<file path="config.mk">
export PLATFORM = sky130hd
export DESIGN_NAME = masked_byte_pattern_scanner
export DESIGN_NICKNAME = d
export VERILOG_FILES = /design/src/design/mbps_pkg.sv /design/src/design/masked_byte_pattern_scanner.sv /design/src/design/mbps_cell.sv /design/src/design/mbps_out_buf.sv
export SDC_FILE = /design/constraint.sdc
export NUM_CORES = 1
export LEC_CHECK = 0
export BUFFER_PORTS_ARGS = -buffer_cell sky130_fd_sc_hd__buf_2
export CORE_ASPECT_RATIO = 2
export CORE_MARGIN = 8
export CORE_UTILIZATION = 45
export CTS_CLUSTER_DIAMETER = 50
export DETAILED_ROUTE_END_ITERATION = 16
export SYNTH_ARGS = -nofsm -noshare
export SYNTH_HDL_FRONTEND = slang
export SYNTH_SLANG_ARGS = --single-unit
</file>
<file path="constraint.sdc">
create_clock -name clk_i -period 11.3 [get_ports clk_i]
set_input_delay 0.565 -clock clk_i [delete_from_list [all_inputs] [get_ports clk_i]]
set_output_delay 0.565 -clock clk_i [all_outputs]
set_load 0.01 [all_outputs]
</file>
<file path="src/design/mbps_pkg.sv">
// Package for the masked byte pattern scanner: register indexes, field widths
// and the result type shared by the output buffer and the top level.
// No dependencies.
`default_nettype none

package mbps_pkg;

  localparam int unsigned CfgIdxW   = 2;
  localparam int unsigned CfgDataW  = 64;
  localparam int unsigned LenRegW   = 5;
  localparam int unsigned MaskRegW  = 16;
  localparam int unsigned IndexW    = 32;
  localparam int unsigned PatBytes  = 16;

  localparam logic [CfgIdxW-1:0] RegPatLow  = 2'd0;
  localparam logic [CfgIdxW-1:0] RegPatHigh = 2'd1;
  localparam logic [CfgIdxW-1:0] RegMask    = 2'd2;
  localparam logic [CfgIdxW-1:0] RegLength  = 2'd3;

  typedef struct packed {
    logic              found;
    logic [IndexW-1:0] match_index;
  } result_t;

endpackage

`default_nettype wire

</file>
<file path="src/design/masked_byte_pattern_scanner.sv">
// Masked byte pattern scanner, top level.
// Depends on mbps_pkg, mbps_cell and mbps_out_buf.
//
// Usage: bytes of a memory region enter on the input channel (in_valid_i,
// in_ready_o, data_byte_i, region_end_i), one transaction per byte, with
// region_end_i set on the final byte of the region. The block compares the
// window of the latest bytes against a stored pattern of up to
// MAX_PATTERN_BYTES bytes, in which bytes whose mask bit is clear are
// wildcards. The first match in a region gives one result transaction with
// found_o set and match_index_o holding the offset of the match start. If the
// region ends without a match, the final byte gives one result with found_o
// clear and a zero index. The window, byte count and reported flag then clear
// for the next region.
// Throughput is one byte per cycle while in_ready_o is high: the window is a
// chain of cells that shift by one place per accepted byte, and every cell
// compares its byte in the same cycle. A result is registered in the output
// register, or in the skid register while the output is held, so input keeps
// flowing while one result waits; in_ready_o drops only while both hold a
// result, that is when the receiver has stalled.
// Reset clears the window, the count and both buffer entries, and loads the
// register reset values: zero pattern, full mask and a length of 16.
// Configuration writes are taken in any cycle and should be made only while
// the block is idle; they act from the next byte on.
`default_nettype none

module masked_byte_pattern_scanner
  import mbps_pkg::*;
#(
  parameter int unsigned MAX_PATTERN_BYTES = 16
) (
  input  wire logic                clk_i,
  input  wire logic                rst_ni,
  // Configuration write channel
  input  wire logic                cfg_valid_i,
  output logic                     cfg_ready_o,
  input  wire logic [CfgIdxW-1:0]  cfg_index_i,
  input  wire logic [CfgDataW-1:0] cfg_data_i,
  // Byte input channel
  input  wire logic                in_valid_i,
  output logic                     in_ready_o,
  input  wire logic [7:0]          data_byte_i,
  input  wire logic                region_end_i,
  // Result channel
  output logic                     out_valid_o,
  input  wire logic                out_ready_i,
  output logic                     found_o,
  output logic [IndexW-1:0]        match_index_o
);

  // Configuration registers.
  logic [CfgDataW-1:0] pat_low_q;
  logic [CfgDataW-1:0] pat_high_q;
  logic [MaskRegW-1:0] mask_q;
  logic [LenRegW-1:0]  len_q;

  // Region state.
  logic [IndexW-1:0] count_q, count_d;
  logic              reported_q, reported_d;

  logic              accept;
  logic              space;
  logic [LenRegW-1:0] len_used;
  logic [IndexW-1:0] count_nxt;
  logic              len_reached;
  logic              window_hit;
  logic              new_found;
  logic              new_miss;
  result_t           res;
  result_t           res_out;

  logic [PatBytes-1:0][7:0]          pat_all;
  logic [MAX_PATTERN_BYTES-1:0][7:0] cell_in;
  logic [MAX_PATTERN_BYTES-1:0][7:0] cell_out;
  logic [MAX_PATTERN_BYTES-1:0][7:0] cell_pat;
  logic [MAX_PATTERN_BYTES-1:0]      cell_care;
  logic [MAX_PATTERN_BYTES-1:0]      cell_hit;

  assign cfg_ready_o = 1'b1;

  always_ff @(posedge clk_i or negedge rst_ni) begin
    if (!rst_ni) begin
      pat_low_q  <= '0;
      pat_high_q <= '0;
      mask_q     <= '1;
      len_q      <= LenRegW'(16);
    end else if (cfg_valid_i) begin
      unique case (cfg_index_i)
        RegPatLow:  pat_low_q  <= cfg_data_i;
        RegPatHigh: pat_high_q <= cfg_data_i;
        RegMask:    mask_q     <= cfg_data_i[MaskRegW-1:0];
        RegLength:  len_q      <= cfg_data_i[LenRegW-1:0];
        default:    ;
      endcase
    end
  end

  // Length in use: zero counts as one, anything above the window saturates.
  always_comb begin
    len_used = len_q;
    if (len_q == '0) begin
      len_used = LenRegW'(1);
    end else if (len_q > LenRegW'(MAX_PATTERN_BYTES)) begin
      len_used = LenRegW'(MAX_PATTERN_BYTES);
    end
  end

  assign pat_all = {pat_high_q, pat_low_q};

  // Cell i compares the byte i places back, which lines up with pattern byte
  // length-1-i. Cells beyond the pattern length do not take part.
  genvar gi;
  generate
    for (gi = 0; gi < MAX_PATTERN_BYTES; gi++) begin : g_cell
      logic [3:0] pat_sel;
      assign pat_sel       = 4'(len_used - LenRegW'(1) - LenRegW'(gi));
      assign cell_pat[gi]  = pat_all[pat_sel];
      assign cell_care[gi] = (LenRegW'(gi) < len_used) && mask_q[pat_sel];

      if (gi == 0) begin : g_head
        assign cell_in[gi] = data_byte_i;
      end else begin : g_link
        assign cell_in[gi] = cell_out[gi-1];
      end

      mbps_cell u_cell (
        .clk_i   (clk_i),
        .rst_ni  (rst_ni),
        .step_i  (accept),
        .clear_i (region_end_i),
        .byte_i  (cell_in[gi]),
        .pat_i   (cell_pat[gi]),
        .care_i  (cell_care[gi]),
        .byte_o  (cell_out[gi]),
        .hit_o   (cell_hit[gi])
      );
    end
  endgenerate

  assign window_hit = &cell_hit;

  assign in_ready_o = space;
  assign accept     = in_valid_i && space;

  // The byte count saturates rather than wrapping.
  assign count_nxt   = (count_q == '1) ? count_q : count_q + IndexW'(1);
  assign len_reached = count_nxt >= IndexW'(len_used);

  assign new_found = accept && !reported_q && len_reached && window_hit;
  assign new_miss  = accept && region_end_i && !reported_q && !new_found;

  always_comb begin
    res.found       = new_found;
    res.match_index = new_found ? (count_nxt - IndexW'(len_used)) : '0;
  end

  always_comb begin
    count_d    = count_q;
    reported_d = reported_q;
    if (accept) begin
      count_d    = region_end_i ? '0 : count_nxt;
      reported_d = region_end_i ? 1'b0 : (reported_q || new_found);
    end
  end

  always_ff @(posedge clk_i or negedge rst_ni) begin
    if (!rst_ni) begin
      count_q    <= '0;
      reported_q <= 1'b0;
    end else begin
      count_q    <= count_d;
      reported_q <= reported_d;
    end
  end

  mbps_out_buf u_out_buf (
    .clk_i       (clk_i),
    .rst_ni      (rst_ni),
    .push_i      (new_found || new_miss),
    .res_i       (res),
    .space_o     (space),
    .out_valid_o (out_valid_o),
    .out_ready_i (out_ready_i),
    .res_o       (res_out)
  );

  assign found_o       = res_out.found;
  assign match_index_o = res_out.match_index;

endmodule

`default_nettype wire

</file>
<file path="src/design/mbps_cell.sv">
// One window cell of the scanner: holds one byte of the recent window, passes
// it on to the next cell and compares its incoming byte with a pattern byte.
// Depends on nothing outside this file.
`default_nettype none

module mbps_cell (
  input  wire logic       clk_i,
  input  wire logic       rst_ni,
  input  wire logic       step_i,
  input  wire logic       clear_i,
  input  wire logic [7:0] byte_i,
  input  wire logic [7:0] pat_i,
  input  wire logic       care_i,
  output logic      [7:0] byte_o,
  output logic            hit_o
);

  logic [7:0] byte_q;
  logic [7:0] byte_d;

  // The byte arriving this cycle is the one the window position is judged on.
  assign hit_o = !care_i || (byte_i == pat_i);

  always_comb begin
    byte_d = byte_q;
    if (step_i) begin
      byte_d = clear_i ? 8'h00 : byte_i;
    end
  end

  always_ff @(posedge clk_i or negedge rst_ni) begin
    if (!rst_ni) begin
      byte_q <= 8'h00;
    end else begin
      byte_q <= byte_d;
    end
  end

  assign byte_o = byte_q;

endmodule

`default_nettype wire

</file>
<file path="src/design/mbps_out_buf.sv">
// Two-entry output buffer (output register plus skid register) for results.
// Depends on mbps_pkg for the result type.
`default_nettype none

module mbps_out_buf
  import mbps_pkg::*;
(
  input  wire logic    clk_i,
  input  wire logic    rst_ni,
  input  wire logic    push_i,
  input  wire result_t res_i,
  output logic         space_o,
  output logic         out_valid_o,
  input  wire logic    out_ready_i,
  output result_t      res_o
);

  logic    out_valid_q, out_valid_d;
  logic    skid_valid_q, skid_valid_d;
  result_t out_q, out_d;
  result_t skid_q, skid_d;
  logic    out_free;

  assign out_free = !out_valid_q || out_ready_i;

  always_comb begin
    out_valid_d  = out_valid_q;
    skid_valid_d = skid_valid_q;
    out_d        = out_q;
    skid_d       = skid_q;
    if (out_free) begin
      if (skid_valid_q) begin
        out_d        = skid_q;
        out_valid_d  = 1'b1;
        skid_valid_d = 1'b0;
      end else begin
        out_valid_d = push_i;
        if (push_i) begin
          out_d = res_i;
        end
      end
    end else if (push_i) begin
      // Output is held: park the new result in the skid register.
      skid_d       = res_i;
      skid_valid_d = 1'b1;
    end
  end

  always_ff @(posedge clk_i or negedge rst_ni) begin
    if (!rst_ni) begin
      out_valid_q  <= 1'b0;
      skid_valid_q <= 1'b0;
    end else begin
      out_valid_q  <= out_valid_d;
      skid_valid_q <= skid_valid_d;
    end
  end

  always_ff @(posedge clk_i) begin
    out_q  <= out_d;
    skid_q <= skid_d;
  end

  assign space_o     = !skid_valid_q;
  assign out_valid_o = out_valid_q;
  assign res_o       = out_q;

endmodule

`default_nettype wire
</file>
==> flow_summary.ini <==
[cts]
cts-htree-levels = 2
root_buffer = clkbuf_16
cts_setup_buffers = 0
clock_sinks = 370
cts_tree = yes
cts_max_path_buffers = 3
cts_buffers = 40
clkTransAtPathRegs_ns = 0.07
insertion_delay_ns = 0.57

[timing]
setup_viol = 0
rsz0062_at_grt = false
drv_slew = 0
fin_crit_ns = 8.66
slew_headroom_pct = 16.6
final.setup_skew_ns = 0.0191
final_hold_viol_count = 0
tightest_slew_ns = 1.25
final.setup.tns_ns = 0
timing.final.crit_share_pct = 76.7
clock.fmax_mhz = 115

[placed_design]
placed_cells = 3195
hpwl_mm = 74.4
place_congestion = 1.07
numPortBuffers = 114

[global_routing]
gr-usage-all-layers_pct = 30.3
grt_max_degree = 170
grt_pass1_wl_mm = 141
antenna_found_initial = 3
grt_pass1_vias = 20600
grt.overflow.total = 0

[yosys]
synth_area_leaders = dfrtp_1, mux4_2, edfxtp_1, mux2_2, mux2i_1
synthFlopType = dfrtp_1
synth_cell_types = 73
synth_edf_count = 66
synth_cells = 2490
netlist.area_leader.share_pct = 28.8
ys_seq_area_share_pct = 38.5
synth.avg_cell_area_um2 = 10.0
synth_fp_nets = 2587
async_flop_share_pct = 82.2
syn_area_um2 = 25000
yosysTopAreaCell = dfrtp_1
yosysWarnings = 0
synth_seq_cells = 370

[flow_run]
cap_violations = 0

[routing]
vias = 20600
ant_nets = 0
first_pass_iters = 6
viasPerCell = 6.31
wl_per_cell_um = 29.6
drt_iter0_drc = 1979
wl_mm = 96.6
drc = 0

[die]
start_util_pct = 45.3
num_rows = 122
die_height_um = 349
die_area_um2 = 63800
core_region_area_um2 = 55100
die_x_um = 183
io-pin-count = 116

[cells_and_area]
final_util_pct = 49.7
area_delta_synth_final_pct = 9.74
num-nets-final = 2591
drive_gt1_share_pct = 21.2
instances_no_fill = 3268

[critical_path]
path_class = register to register
crit_start = len_q[4]$_DFFE_PN1P_
start_kind = register
cp.required_ns = 11.47
crit_path_cell_trace = nand2b_1 > nand2_8 > inv_4 > ha_1 > xnor2_2 > buf_4 > clkinv_1 > ha_1 > inv_1 > nand3_1 > nand2_1 > a211oi_1 > a31oi_1 > xor2_1 > nor4_1 > a211oi_1 > nor3_1 > nand4b_4 > a21oi_4
r2r-start = len_q[4]$_DFFE_PN1P_
cp_slowest_cell = a21oi_4
cp_data_arrival_time_ns = 8.84
cp_max_fo = 57
slowest_delay_ns = 1.03
end_kind = register

[power_and_ir_drop]
p_sw_share_pct = 45.1
p_per_area_nw_per_um2 = 244
power.share.sequential_pct = 25.0
power.total_mw = 6.69
combPwrFrac_pct = 55.3
leakage_nw = 11.1
p_int_mw = 3.67
clockPowerShare_pct = 19.7
ir_drop_uv = 160
switchingPower_mw = 3.02

[worst_hold_path]
min_path_type = primary input to register
min-delay-start = cfg_data_i[63]

[status]
status = finished clean
-- worst max-delay path, delay by kind of cell (launching register included) --
kind	cells	cell delay, ns
AND/OR/NAND/NOR	7	3.76
AO/OA/AOI/OAI	4	1.55
buffers and inverters	4	1.13
flip-flops	1	0.85
adder cells (fa/ha/maj)	2	0.57
XOR/XNOR	2	0.32
-- power by group through the flow --
stage | combinational (mW) | clock (mW) | sequential [mW]
3_3_place_gp | 3.58 | 0 | 1.68
3_5_place_dp | 3.59 | 0 | 1.69
5_1_grt | 3.86 | 1.39 | 1.69
2_1_floorplan | 2.46 | 0 | 1.61
6_report | 3.70 | 1.32 | 1.67
4_1_cts | 3.60 | 1.35 | 1.66
-- worst paths after layout --
path | to | slack [ns] | cells after the start
worst max-delay path | u_out_buf.skid_q[9]$_DFFE_PP_ | 2.64 | 19
worst min-delay path | pat_high_q[63]$_DFFE_PN0P_ | 0.24 | 2
worst max register to register | u_out_buf.skid_q[9]$_DFFE_PP_ | 2.64 | 19
worst min register to register | g_cell[0].u_cell.byte_o[3]$_DFFE_PN0P_ | 0.50 | 2
max in group asynchronous | count_q[8]$_DFFE_PN0P_ | 9.22 | 3
min in group asynchronous | pat_high_q[8]$_DFFE_PN0P_ | 0.57 | 2
-- metal layers --
layer / vias up / global-route usage (%) / routed length (um)
li1: 9135 / - / -
met4: 0 / 26.5 / 10200
met1: 10200 / 30.6 / 31700
met2: 945 / 53.1 / 48800
met3: 316 / 5.16 / 5860
met5: - / 0 / 0
-- state kept, by name, indices dropped and copies added, names as in the netlist --
register / cells
pat_high_q: 64
u_out_buf.out_valid_o: 1
reported_q: 1
u_out_buf.skid_q: 33
g_cell.u_cell.byte_o: 120
u_out_buf.skid_valid_q: 1
count_q: 32
u_out_buf.res_o: 33
mask_q: 16
len_q: 5
pat_low_q: 64
-- area by class of cell --
| type | instances | area (um2) |
|---|---|---|
| sequential | 370 | 9610 |
| tap | 744 | 931 |
| clock inverter | 13 | 124 |
| timing repair buffer | 155 | 906 |
| multi-input combinational | 1899 | 14600 |
| inverter | 28 | 108 |
| antenna | 2 | 5.00 |
| clock buffer | 57 | 1170 |
| fill | 5072 | 27700 |
-- synthesized netlist by cell type (17+ instances only) --
library cell,instances
a211oi_1,25
a21oi_1,101
a22o_1,26
a22oi_1,61
and3_1,38
buf_2,20
clkbuf_1,157
dfrtp_1,287
dfstp_2,17
edfxtp_1,66
inv_1,25
mux2_2,153
mux2i_1,126
mux4_2,118
nand2_1,309
nand2b_1,124
nand3_1,41
nand4_1,25
nor2_1,107
nor3_1,31
nor4_1,26
o21ai_0,185
o21ai_1,33
o22ai_1,44
xnor2_1,92
xor2_1,81
-- cell families after synthesis --
logic type      after synthesis  synth area share, %
compound gates              556                 13.6
xor+xnor                    174                 6.13
fa+ha+maj                    17                0.882
buf+inv                     221                 3.61
flops                       370                 38.5
mux                         397                 22.6
other cells                   1               0.0150
simple gates                754                 14.7
-- cell usage in the layout, fill, tap and decap left out, types with 15 or more instances in the layout --
cell	count
xnor2_1	91
o21ai_0	185
a22o_1	26
o21ai_1	33
nand2b_1	124
xor2_1	81
inv_1	24
nor3_1	30
ha_1	16
o22ai_1	44
a22oi_1	61
edfxtp_1	66
a31oi_1	15
nor4_1	26
a21oi_1	97
buf_4	40
and3_1	38
mux4_2	118
mux2_2	153
o31ai_1	16
nand4_1	25
nand3_1	41
clkbuf_16	42
nor2_1	105
mux2i_1	126
nand2_1	307
buf_2	112
dfrtp_1	287
a211oi_1	25
dfstp_2	17
-- timing repair --
action / CTS / global route
hold buffers: 1 / 0
setup endpoints to repair: 0 / 0
endpoints found under the hold margin: 30 / 0
resized for setup: 0 / 0
-- metrics by stage --
step	setup WS (ns)	hold slack [ns]	instance area, um2
floorplan	2.72	0.269	25000
CTS	2.60	0.218	27400
detailed placement	2.63	0.495	26100
finish	2.64	0.239	27400
global route	2.06	0.225	27400
global placement	2.73	0.468	26100
Note: power is estimated with default switching activity, not from simulation.
